==> src/hw/rtl/assert_macros.svh <==
// ============================================================================
// Assertion macros
// Clocked assertion shorthands used by the top-level RTL file of the triac controller.
// ============================================================================
`ifndef ASSERT_MACROS_SVH
`define ASSERT_MACROS_SVH

`ifndef ASSERT_OFF
`define ASSERT_HOLDS(label, prop, msg) \
    label: assert property (@(posedge aclk) disable iff (!aresetn) prop) else $error(msg);
`define ASSERT_NEVER(label, expr, msg) \
    label: assert property (@(posedge aclk) disable iff (!aresetn) !(expr)) else $error(msg);
`else
`define ASSERT_HOLDS(label, prop, msg)
`define ASSERT_NEVER(label, expr, msg)
`endif

`endif

==> src/hw/rtl/tpac_pkg.sv <==
// ============================================================================
// Triac phase-angle controller package
// Shared types, operation codes and constants of the controller and datapath.
// ============================================================================
`default_nettype none

package tpac_pkg;

    localparam int DEF_SAMPLES_PER_AVERAGE = 200;
    localparam int DEF_PRESCALE_TICKS      = 128;

    localparam int APB_ADDR_W = 3;
    localparam int APB_DATA_W = 32;

    localparam logic [1:0] OP_TICK        = 2'd0;
    localparam logic [1:0] OP_ZERO_CROSS  = 2'd1;
    localparam logic [1:0] OP_SAMPLE      = 2'd2;
    localparam logic [1:0] OP_TEMPERATURE = 2'd3;

    localparam logic [1:0] MAINS_UNKNOWN = 2'd0;
    localparam logic [1:0] MAINS_50HZ    = 2'd1;
    localparam logic [1:0] MAINS_60HZ    = 2'd2;

    localparam logic [0:0] REG_SCALING = 1'b0;

    // Division of the sample sum by reciprocal multiplication.
    localparam int DIV_SHIFT = 24;
    localparam int DIV_MUL_W = 25;
    localparam int DIV_PROD_W = 16 + DIV_MUL_W;

    // avg * 151 / 100 done as one multiplication and a shift (exact for avg <= 168).
    localparam logic [22:0] SCALE_MUL   = 23'd6333544;
    localparam int          SCALE_SHIFT = 22;
    localparam logic [7:0]  SCALE_CLAMP = 8'd168;

    localparam logic [7:0] LEVEL_OFF = 8'd235;
    localparam logic [7:0] LEVEL_MIN = 8'd15;

    localparam logic [6:0] HPU_50HZ = 7'd100;
    localparam logic [6:0] HPU_60HZ = 7'd83;

    localparam logic [7:0] PERIOD_50_LO = 8'd150;
    localparam logic [7:0] PERIOD_50_HI = 8'd162;
    localparam logic [7:0] PERIOD_60_LO = 8'd123;
    localparam logic [7:0] PERIOD_60_HI = 8'd135;

    localparam logic [7:0]  PRELOAD_STEP   = 8'd200;
    localparam logic [15:0] PULSE_OFFSET   = 16'd1000;
    localparam logic [15:0] TIMER_RESET    = 16'h0055;
    localparam logic [1:0]  PHASE_LAST     = 2'd1;

    localparam logic signed [7:0] TEMP_IGNORE      = 8'sd85;
    localparam logic signed [7:0] TEMP_FAN_ON      = 8'sd50;
    localparam logic signed [7:0] TEMP_PROTECT_ON  = 8'sd60;
    localparam logic signed [7:0] TEMP_PROTECT_OFF = 8'sd54;
    localparam logic signed [7:0] TEMP_COOL_MAX    = 8'sd39;
    localparam logic signed [7:0] TEMP_COOL_MIN    = 8'sd1;

    typedef struct packed {
        logic accept;
        logic div;
        logic scale;
        logic level;
        logic pre;
        logic load;
        logic publish;
    } tpac_cmd_t;

    typedef struct packed {
        logic avg_due;
    } tpac_status_t;

endpackage

`default_nettype wire

==> src/hw/rtl/triac_phase_angle_controller.sv <==
// ============================================================================
// Triac phase-angle controller
// Phase-angle firing control with mains detection, input averaging and
// temperature-driven fan and overheat protection.
//
//   Channel  Direction  Handshake          Payload
//   s_       in         s_valid/s_ready    operation, sample_value, temperature
//   m_       out        m_valid/m_ready    gate, fan, protect, enable, mains, level
//   APB      in         psel/penable       input_scaling_on at address 0
//
// Ticks, zero-cross edges, temperature readings and samples that do not close
// an averaging group are published on acceptance; the result is registered at
// the accept edge. The sample that closes a group runs the five-step division,
// scaling and preload sequence, then the result state, which waits for space.
// A new request is taken while a result waits, as long as the output register
// frees at the same edge. Reset is synchronous and needs no clearing pass.
// ============================================================================
`default_nettype none

`include "assert_macros.svh"

module triac_phase_angle_controller
    import tpac_pkg::*;
#(
    parameter int SAMPLES_PER_AVERAGE = DEF_SAMPLES_PER_AVERAGE,
    parameter int PRESCALE_TICKS      = DEF_PRESCALE_TICKS
) (
    input  wire logic                  aclk,
    input  wire logic                  aresetn,
    input  wire logic                  psel,
    input  wire logic                  penable,
    input  wire logic                  pwrite,
    input  wire logic [APB_ADDR_W-1:0] paddr,
    input  wire logic [APB_DATA_W-1:0] pwdata,
    output logic      [APB_DATA_W-1:0] prdata,
    output logic                       pready,
    input  wire logic                  s_valid,
    output logic                       s_ready,
    input  wire logic [1:0]            s_operation,
    input  wire logic [7:0]            s_sample_value,
    input  wire logic signed [7:0]     s_temperature,
    output logic                       m_valid,
    input  wire logic                  m_ready,
    output logic                       m_gate_drive,
    output logic                       m_fan_on,
    output logic                       m_overheat_protect,
    output logic                       m_firing_enabled,
    output logic [1:0]                 m_mains_kind,
    output logic                       m_mains_present,
    output logic [7:0]                 m_level
);

    tpac_cmd_t    cmd;
    tpac_status_t status;
    logic         scaling_reg;
    logic         reg_hit;

    assign pready  = 1'b1;
    assign reg_hit = (paddr[APB_ADDR_W-1:2] == REG_SCALING);
    assign prdata  = reg_hit ? {{(APB_DATA_W - 1){1'b0}}, scaling_reg} : '0;

    always_ff @(posedge aclk) begin
        if (!aresetn) begin
            scaling_reg <= 1'b0;
        end else if (psel && penable && pwrite && pready && reg_hit) begin
            scaling_reg <= pwdata[0];
        end
    end

    tpac_ctrl u_ctrl (
        .aclk    (aclk),
        .aresetn (aresetn),
        .s_valid (s_valid),
        .s_ready (s_ready),
        .m_valid (m_valid),
        .m_ready (m_ready),
        .status  (status),
        .cmd     (cmd)
    );

    tpac_dp #(
        .SAMPLES_PER_AVERAGE (SAMPLES_PER_AVERAGE),
        .PRESCALE_TICKS      (PRESCALE_TICKS)
    ) u_dp (
        .aclk               (aclk),
        .aresetn            (aresetn),
        .cmd                (cmd),
        .status             (status),
        .scaling_on         (scaling_reg),
        .s_operation        (s_operation),
        .s_sample_value     (s_sample_value),
        .s_temperature      (s_temperature),
        .m_gate_drive       (m_gate_drive),
        .m_fan_on           (m_fan_on),
        .m_overheat_protect (m_overheat_protect),
        .m_firing_enabled   (m_firing_enabled),
        .m_mains_kind       (m_mains_kind),
        .m_mains_present    (m_mains_present),
        .m_level            (m_level)
    );

    `ASSERT_HOLDS(a_div_follows_group, cmd.accept && status.avg_due |=> cmd.div, "closing sample did not start the division")
    `ASSERT_NEVER(a_publish_overrun, cmd.publish && m_valid && !m_ready, "result published over a waiting result")
    `ASSERT_NEVER(a_gate_needs_enable, m_valid && m_gate_drive && !m_firing_enabled, "gate driven while firing disabled")
    `ASSERT_NEVER(a_present_needs_kind, m_valid && m_mains_present && m_mains_kind == MAINS_UNKNOWN, "mains present without a known kind")

endmodule

`default_nettype wire

==> src/hw/rtl/tpac_ctrl.sv <==
// ============================================================================
// Triac controller sequencer
// Accepts requests, steps the averaging datapath and hands results out.
// ============================================================================
`default_nettype none

module tpac_ctrl
    import tpac_pkg::*;
(
    input  wire logic         aclk,
    input  wire logic         aresetn,
    input  wire logic         s_valid,
    output logic              s_ready,
    output logic              m_valid,
    input  wire logic         m_ready,
    input  wire tpac_status_t status,
    output tpac_cmd_t         cmd
);

    localparam logic [2:0] ST_IDLE  = 3'd0;
    localparam logic [2:0] ST_DIV   = 3'd1;
    localparam logic [2:0] ST_SCALE = 3'd2;
    localparam logic [2:0] ST_LEVEL = 3'd3;
    localparam logic [2:0] ST_PRE   = 3'd4;
    localparam logic [2:0] ST_LOAD  = 3'd5;
    localparam logic [2:0] ST_PUB   = 3'd6;

    logic [2:0] state_reg;
    logic [2:0] state_next;
    logic       m_valid_reg;
    logic       m_valid_next;
    logic       out_free;

    assign out_free = !m_valid_reg || m_ready;

    always_comb begin
        state_next = state_reg;
        cmd        = '0;
        s_ready    = 1'b0;
        case (state_reg)
            ST_IDLE: begin
                s_ready = out_free;
                if (s_valid && out_free) begin
                    cmd.accept = 1'b1;
                    if (status.avg_due) begin
                        state_next = ST_DIV;
                    end else begin
                        cmd.publish = 1'b1;
                    end
                end
            end
            ST_DIV: begin
                cmd.div    = 1'b1;
                state_next = ST_SCALE;
            end
            ST_SCALE: begin
                cmd.scale  = 1'b1;
                state_next = ST_LEVEL;
            end
            ST_LEVEL: begin
                cmd.level  = 1'b1;
                state_next = ST_PRE;
            end
            ST_PRE: begin
                cmd.pre    = 1'b1;
                state_next = ST_LOAD;
            end
            ST_LOAD: begin
                cmd.load   = 1'b1;
                state_next = ST_PUB;
            end
            ST_PUB: begin
                if (out_free) begin
                    cmd.publish = 1'b1;
                    state_next  = ST_IDLE;
                end
            end
            default: begin
                state_next = ST_IDLE;
            end
        endcase
    end

    always_comb begin
        if (cmd.publish) begin
            m_valid_next = 1'b1;
        end else if (m_ready) begin
            m_valid_next = 1'b0;
        end else begin
            m_valid_next = m_valid_reg;
        end
    end

    always_ff @(posedge aclk) begin
        if (!aresetn) begin
            state_reg   <= ST_IDLE;
            m_valid_reg <= 1'b0;
        end else begin
            state_reg   <= state_next;
            m_valid_reg <= m_valid_next;
        end
    end

    assign m_valid = m_valid_reg;

endmodule

`default_nettype wire

==> src/hw/rtl/tpac_dp.sv <==
// ============================================================================
// Triac controller datapath
// Timer, mains detection, sample averaging, preloads, temperature and result.
// ============================================================================
`default_nettype none

module tpac_dp
    import tpac_pkg::*;
#(
    parameter int SAMPLES_PER_AVERAGE = DEF_SAMPLES_PER_AVERAGE,
    parameter int PRESCALE_TICKS      = DEF_PRESCALE_TICKS
) (
    input  wire logic              aclk,
    input  wire logic              aresetn,
    input  wire tpac_cmd_t         cmd,
    output tpac_status_t           status,
    input  wire logic              scaling_on,
    input  wire logic [1:0]        s_operation,
    input  wire logic [7:0]        s_sample_value,
    input  wire logic signed [7:0] s_temperature,
    output logic                   m_gate_drive,
    output logic                   m_fan_on,
    output logic                   m_overheat_protect,
    output logic                   m_firing_enabled,
    output logic [1:0]             m_mains_kind,
    output logic                   m_mains_present,
    output logic [7:0]             m_level
);

    localparam int CNT_W = (SAMPLES_PER_AVERAGE > 1) ? $clog2(SAMPLES_PER_AVERAGE) : 1;
    localparam int PS_W  = (PRESCALE_TICKS > 1) ? $clog2(PRESCALE_TICKS) : 1;
    localparam logic [CNT_W-1:0] CNT_LAST = CNT_W'(SAMPLES_PER_AVERAGE - 1);
    localparam logic [PS_W:0]    PS_LIMIT = (PS_W + 1)'(PRESCALE_TICKS);
    localparam logic [DIV_MUL_W-1:0] DIV_MUL =
        DIV_MUL_W'(((2 ** DIV_SHIFT) + SAMPLES_PER_AVERAGE - 1) / SAMPLES_PER_AVERAGE);

    logic [PS_W-1:0]  prescale_reg,  prescale_next;
    logic [7:0]       period_reg,    period_next;
    logic [6:0]       hpu_reg,       hpu_next;
    logic [1:0]       kind_reg,      kind_next;
    logic             present_reg,   present_next;
    logic [15:0]      timer_reg,     timer_next;
    logic             running_reg,   running_next;
    logic [1:0]       phase_reg,     phase_next;
    logic             gate_reg,      gate_next;
    logic [15:0]      sum_reg,       sum_next;
    logic [CNT_W-1:0] count_reg,     count_next;
    logic [7:0]       level_reg,     level_next;
    logic             enable_reg,    enable_next;
    logic [15:0]      delay_pl_reg,  delay_pl_next;
    logic [15:0]      pulse_pl_reg,  pulse_pl_next;
    logic             protect_reg,   protect_next;
    logic             fan_reg,       fan_next;

    logic [DIV_PROD_W-1:0] div_prod_reg;
    logic [7:0]            avg_reg;
    logic [14:0]           lh_reg;
    logic [14:0]           var_reg;
    logic [14:0]           hp200_reg;

    logic                  gate_out_reg;
    logic                  fan_out_reg;
    logic                  protect_out_reg;
    logic                  enable_out_reg;
    logic [1:0]            kind_out_reg;
    logic                  present_out_reg;
    logic [7:0]            level_out_reg;

    logic [15:0] timer_inc;
    logic [PS_W:0] prescale_inc;
    logic [7:0]  avg_raw;
    logic [7:0]  avg_clamped;
    logic [30:0] scale_prod;
    logic [7:0]  level_inv;
    logic [7:0]  level_new;

    assign status.avg_due = (s_operation == OP_SAMPLE) && (count_reg == CNT_LAST);

    assign timer_inc    = timer_reg + 16'd1;
    assign prescale_inc = {1'b0, prescale_reg} + (PS_W + 1)'(1);
    assign avg_raw      = div_prod_reg[DIV_SHIFT +: 8];
    assign avg_clamped  = (avg_raw > SCALE_CLAMP) ? SCALE_CLAMP : avg_raw;
    assign scale_prod   = 31'(avg_clamped) * 31'(SCALE_MUL);
    assign level_inv    = 8'hFF - avg_reg;
    assign level_new    = (level_inv < LEVEL_MIN) ? LEVEL_MIN : level_inv;

    always_comb begin
        prescale_next = prescale_reg;
        period_next   = period_reg;
        hpu_next      = hpu_reg;
        kind_next     = kind_reg;
        present_next  = present_reg;
        timer_next    = timer_reg;
        running_next  = running_reg;
        phase_next    = phase_reg;
        gate_next     = gate_reg;
        sum_next      = sum_reg;
        count_next    = count_reg;
        level_next    = level_reg;
        enable_next   = enable_reg;
        delay_pl_next = delay_pl_reg;
        pulse_pl_next = pulse_pl_reg;
        protect_next  = protect_reg;
        fan_next      = fan_reg;

        if (cmd.accept) begin
            case (s_operation)
                OP_TICK: begin
                    if (running_reg) begin
                        if (timer_inc == 16'h0000) begin
                            timer_next = pulse_pl_reg;
                            if (phase_reg == PHASE_LAST) begin
                                gate_next    = 1'b0;
                                phase_next   = 2'd0;
                                running_next = 1'b0;
                            end else begin
                                gate_next  = 1'b1;
                                phase_next = phase_reg + 2'd1;
                            end
                        end else begin
                            timer_next = timer_inc;
                        end
                    end
                    if (prescale_inc >= PS_LIMIT) begin
                        prescale_next = '0;
                        period_next   = period_reg + 8'd1;
                        if (period_reg == 8'hFF) begin
                            present_next = 1'b0;
                            running_next = 1'b0;
                        end
                    end else begin
                        prescale_next = prescale_inc[PS_W-1:0];
                    end
                end
                OP_ZERO_CROSS: begin
                    if (enable_reg && !protect_reg) begin
                        timer_next   = delay_pl_reg;
                        running_next = 1'b1;
                    end
                    period_next = 8'd0;
                    if (period_reg >= PERIOD_50_LO && period_reg <= PERIOD_50_HI) begin
                        kind_next    = MAINS_50HZ;
                        present_next = 1'b1;
                        hpu_next     = HPU_50HZ;
                    end
                    if (period_reg >= PERIOD_60_LO && period_reg <= PERIOD_60_HI) begin
                        kind_next    = MAINS_60HZ;
                        present_next = 1'b1;
                        hpu_next     = HPU_60HZ;
                    end
                end
                OP_SAMPLE: begin
                    sum_next   = sum_reg + {8'd0, s_sample_value};
                    count_next = status.avg_due ? '0 : count_reg + CNT_W'(1);
                end
                OP_TEMPERATURE: begin
                    if (s_temperature != TEMP_IGNORE) begin
                        if (s_temperature >= TEMP_FAN_ON) begin
                            fan_next = 1'b1;
                            if (s_temperature >= TEMP_PROTECT_ON) begin
                                protect_next = 1'b1;
                            end else if (s_temperature <= TEMP_PROTECT_OFF) begin
                                protect_next = 1'b0;
                            end
                        end else if (s_temperature <= TEMP_COOL_MAX &&
                                     s_temperature >= TEMP_COOL_MIN) begin
                            fan_next     = 1'b0;
                            protect_next = 1'b0;
                        end
                    end
                end
                default: begin
                end
            endcase
        end

        if (cmd.level) begin
            sum_next = 16'd0;
            if (level_inv < LEVEL_OFF) begin
                enable_next = 1'b1;
                level_next  = level_new;
            end else begin
                enable_next  = 1'b0;
                running_next = 1'b0;
                gate_next    = 1'b0;
                level_next   = level_inv;
            end
        end

        if (cmd.load) begin
            delay_pl_next = 16'hFFFF - {1'b0, var_reg};
            pulse_pl_next = 16'hFFFF -
                ({1'b0, hp200_reg} - ({1'b0, var_reg} + PULSE_OFFSET));
        end
    end

    always_ff @(posedge aclk) begin
        if (!aresetn) begin
            prescale_reg <= '0;
            period_reg   <= 8'd0;
            hpu_reg      <= 7'd0;
            kind_reg     <= MAINS_UNKNOWN;
            present_reg  <= 1'b0;
            timer_reg    <= TIMER_RESET;
            running_reg  <= 1'b0;
            phase_reg    <= 2'd0;
            gate_reg     <= 1'b0;
            sum_reg      <= 16'd0;
            count_reg    <= '0;
            level_reg    <= 8'd0;
            enable_reg   <= 1'b0;
            delay_pl_reg <= 16'd0;
            pulse_pl_reg <= 16'd0;
            protect_reg  <= 1'b0;
            fan_reg      <= 1'b0;
        end else begin
            prescale_reg <= prescale_next;
            period_reg   <= period_next;
            hpu_reg      <= hpu_next;
            kind_reg     <= kind_next;
            present_reg  <= present_next;
            timer_reg    <= timer_next;
            running_reg  <= running_next;
            phase_reg    <= phase_next;
            gate_reg     <= gate_next;
            sum_reg      <= sum_next;
            count_reg    <= count_next;
            level_reg    <= level_next;
            enable_reg   <= enable_next;
            delay_pl_reg <= delay_pl_next;
            pulse_pl_reg <= pulse_pl_next;
            protect_reg  <= protect_next;
            fan_reg      <= fan_next;
        end
    end

    always_ff @(posedge aclk) begin
        if (cmd.div) begin
            div_prod_reg <= DIV_PROD_W'(sum_reg) * DIV_PROD_W'(DIV_MUL);
        end
        if (cmd.scale) begin
            avg_reg <= scaling_on ? scale_prod[SCALE_SHIFT +: 8] : avg_raw;
        end
        if (cmd.level) begin
            lh_reg <= 15'(level_next) * 15'(hpu_reg);
        end
        if (cmd.pre) begin
            var_reg   <= 15'(lh_reg[14:8]) * 15'(PRELOAD_STEP);
            hp200_reg <= 15'(hpu_reg) * 15'(PRELOAD_STEP);
        end
        if (cmd.publish) begin
            gate_out_reg    <= gate_next;
            fan_out_reg     <= fan_next;
            protect_out_reg <= protect_next;
            enable_out_reg  <= enable_next;
            kind_out_reg    <= kind_next;
            present_out_reg <= present_next;
            level_out_reg   <= level_next;
        end
    end

    assign m_gate_drive       = gate_out_reg;
    assign m_fan_on           = fan_out_reg;
    assign m_overheat_protect = protect_out_reg;
    assign m_firing_enabled   = enable_out_reg;
    assign m_mains_kind       = kind_out_reg;
    assign m_mains_present    = present_out_reg;
    assign m_level            = level_out_reg;

endmodule

`default_nettype wire
==> config.mk <==
export PLATFORM = sky130hd
export DESIGN_NAME = triac_phase_angle_controller
export DESIGN_NICKNAME = d
export VERILOG_FILES = /design/src/hw/rtl/tpac_pkg.sv /design/src/hw/rtl/triac_phase_angle_controller.sv /design/src/hw/rtl/tpac_ctrl.sv /design/src/hw/rtl/tpac_dp.sv
export VERILOG_INCLUDE_DIRS = /design/src /design/src/hw/rtl
export SDC_FILE = /design/constraint.sdc
export NUM_CORES = 1
export LEC_CHECK = 0
export BUFFER_PORTS_ARGS = -buffer_cell sky130_fd_sc_hd__buf_2
export CAP_MARGIN = 20
export CORE_MARGIN = 4
export CORE_UTILIZATION = 65
export CTS_BUF_LIST = sky130_fd_sc_hd__clkbuf_4 sky130_fd_sc_hd__clkbuf_8 sky130_fd_sc_hd__clkbuf_16
export DETAILED_ROUTE_END_ITERATION = 6
export GPL_TIMING_DRIVEN = 0
export PLACE_DENSITY = 0.95
export SYNTH_ARGS = -nofsm -noshare
export SYNTH_HDL_FRONTEND = slang
export SYNTH_HIERARCHICAL = 1
export SYNTH_SLANG_ARGS = --single-unit
==> constraint.sdc <==
create_clock -name aclk -period 14.4 [get_ports aclk]
set_input_delay 1.44 -clock aclk [delete_from_list [all_inputs] [get_ports aclk]]
set_output_delay 1.44 -clock aclk [all_outputs]
set_load 0.005 [all_outputs]
==> impl_metrics.tcl <==
set metrics [dict create \
    multi_input_area_mm2 0.0114 \
    drt-met1-wl_mm 15.1 \
    hold_viol_final 0 \
    dieArea_mm2 0.0285 \
    vias 13400 \
    num_io_pins 110 \
    place.gp.congestion 0.913 \
    fmax_mhz 150 \
    synth-seq-area-share_pct 23.3 \
    dpl.hpwl_mm 31.9 \
    syn_area_per_cell_um2 9.57 \
    p_per_area_mw_per_mm2 58.8 \
    min_path_type "reg -> reg" \
    holdBufCountCts 0 \
    coreArea_mm2 0.0253 \
    fin_tns_setup_ns 0 \
    startpoint "u_ctrl/state_reg[1]" \
    fp-row-count 58 \
    grt_pass1_wl_mm 68.1 \
    initial_core_util_pct 66.4 \
    drv_cap 0 \
    crit_path_end "u_dp/lh_reg[14]" \
    synth-edff-count 59 \
    synthToLayoutAreaGrowth_pct 8.07 \
    seqCellArea_mm2 0.00391 \
    topRoutingLayerUsed "met4" \
    detail-route-antenna-nets 0 \
    met3_length_mm 2.96 \
    ys_ff_latch 166 \
    ctsResizeCount 0 \
    hp-start "u_dp/phase_reg[1]" \
    n_fill_cell 1571 \
    setup_viol 0 \
    critPathSlowestCell "nor2_1" \
    reg2reg_slack_ns 7.71 \
    clk_path_buf_depth 2 \
    min_period_ns 6.69 \
    synthArstFlopShare_pct 0 \
    worst_pin_slew_ns 0.905 \
    synth_top_area_share_pct 23.5 \
    routedWlPerCell_um 18.9 \
    crit_chain "buf_6 -> nand2_1 -> nor2_1 -> buf_1 -> and2_1 -> a21oi_1 -> and2_1 -> fa_1 -> inv_1 -> fa_1 -> inv_1 -> fa_1 -> inv_1 -> fa_1 -> inv_1 -> ha_1 -> o21a_1 -> o21ai_0 -> nand2_1 -> o211a_1 -> a41o_1 -> o41ai_1 -> xnor2_1" \
    timing.final.crit_share_pct 46.4 \
    crit_family "adder cells" \
    drive_gt1_share_pct 7.88 \
    synthCells 1757 \
    synthTopCellsByCount "ha_1, inv_1, fa_1, nand2_1, dfxtp_1" \
    numCtsBuffers 17 \
    worstPathArrival_ns 6.88 \
    die_w_um 169 \
    die_y_um 169 \
    ys_top_cells_by_area "ha_1, fa_1, dfxtp_1" \
    cp_max_fo 12 \
    via_per_inst 6.12 \
    insertedDiodeCount 0 \
    status "finished, final reports clean" \
    dp_cells 2162 \
    antenna_found_initial 0 \
    clock_skew_ns 0.0188 \
    wl_mm 41.5 \
    nets 2362 \
    ir_worst_vdd_mv 0.0805 \
    drtPass1Iterations 6 \
    synthFlopType "dfxtp_1" \
    cp.depth 23 \
    cts_setup_buffers 0 \
    rsz0062_at_grt "no" \
    slowest_delay_ns 0.68 \
    grt_start_max_net_pins 20 \
    place_area_mm2 0.0176 \
    path_class "reg -> reg" \
    grt-ovfl-total 0 \
    yosys_warnings 6 \
    grt_usage_pct 29.4 \
    first_global_vias 14200 \
    clock_latency_ns 0.45 \
    route.met2.wl_mm 21.2 \
    end_kind "flip-flop" \
    detail_route.iter0.violations 1145 \
    cp-start-kind "flip-flop" \
    crit_required_ns 14.59 \
    netlist_area_mm2 0.0168 \
    synth_most_common_cell "ha_1" \
    r2r_start "u_ctrl/state_reg[1]" \
    maxSlewViolCount 0 \
    clockRootBuffer "clkbuf_16" \
    clk_pin_slew_ns 0.07 \
    synth_largest_area_cell "ha_1" \
    cts_tree "built" \
    port_buffers 43 \
    reg2regPathDepth 23 \
    leakage_nw 9.32 \
    final_cells 2196 \
    stdcell_area_mm2 0.0182 \
    synth_cell_type_count 78 \
    r2r-end "u_dp/lh_reg[14]" \
    htreeDepth 4 \
    place_ws_ns 7.84 \
    worst-path-buf-inv 6 \
    fin_total_pwr_w 0.00107 \
    fin_ws_ns 7.71 \
    relSlewSlack_pct 38.1 \
    route.detailed.drc 0 \
    cts.sinks 166 \
]
per-layer routing:
layer | track usage [%] | vias to the layer above
met2 | 53.3 | 794
met3 | 5.46 | 220
met5 | 0 | -
met4 | 14.6 | 0
li1 | - | 6061
met1 | 33.2 | 6369
cells in the final DEF (no fill, tap or decap), types with 32 or more instances in the layout:
master / Yosys / final
a21oi_1: 70 / 70
dfxtp_1: 107 / 107
fa_1: 133 / 133
nand2_1: 128 / 128
inv_1: 307 / 307
ha_1: 316 / 316
conb_1: 2 / 32
xor2_1: 34 / 34
xnor2_1: 47 / 47
edfxtp_1: 59 / 59
o21ai_0: 40 / 40
buf_4: 34 / 34
nor2_1: 71 / 71
and2_1: 45 / 45
buf_2: 4 / 49
worst min-delay path: cells and delay by family (launching register included):
family / cells / cell delay, ns
flip-flops: 1 / 0.31
AO/OA/AOI/OAI: 1 / 0.04
AND/OR/NAND/NOR: 1 / 0.06
layout make-up:
cell class | instances | area share (%)
well taps | 330 | 2.27
multi-input cells | 1239 | 62.9
inverters | 308 | 6.36
clock buffers | 18 | 2.38
repair buffers | 47 | 1.34
plain buffers | 74 | 2.38
clock inverters | 14 | 0.826
flip-flops and latches | 166 | 21.5
stage by stage:
step	hold slack, ns	utilization, %
2_1_floorplan	0.412	-
3_3_place_gp	0.418	69.3
3_5_place_dp	0.441	69.4
4_1_cts	0.451	71.7
5_1_grt	0.471	71.7
6_report	0.455	71.7
how the worst min path moves through the flow:
stage	end	slack (ns)	cells past startpoint
4_1_cts	u_dp/phase_reg[1]	0.45	2
3_5_place_dp	u_dp/phase_reg[1]	0.44	2
5_1_grt	u_dp/phase_reg[1]	0.47	2
3_3_place_gp	u_dp/phase_reg[1]	0.42	2
2_1_floorplan	u_dp/phase_reg[1]	0.41	2
6_report	u_dp/phase_reg[1]	0.45	2
kinds of logic after synthesis:
kind of cell	Yosys count	share of synthesized area [%]
adder cells (fa/ha/maj)	449	39.4
AND/OR/NAND/NOR	407	12.5
buffers and inverters	382	9.45
AO/OA/AOI/OAI	250	9.95
flip-flops	166	23.3
XOR/XNOR	81	4.22
multiplexers	20	1.22
other	2	0.0447
where the power goes:
part / switching (W) / internal [W] / leakage [nW] / total (W)
combinational: 0.0000722 / 0.0000475 / 7.67 / 0.000120
sequential: 0.00000550 / 0.000486 / 1.36 / 0.000492
clock: 0.000223 / 0.000235 / 0.289 / 0.000458
Power figures use the tool's default switching activity.
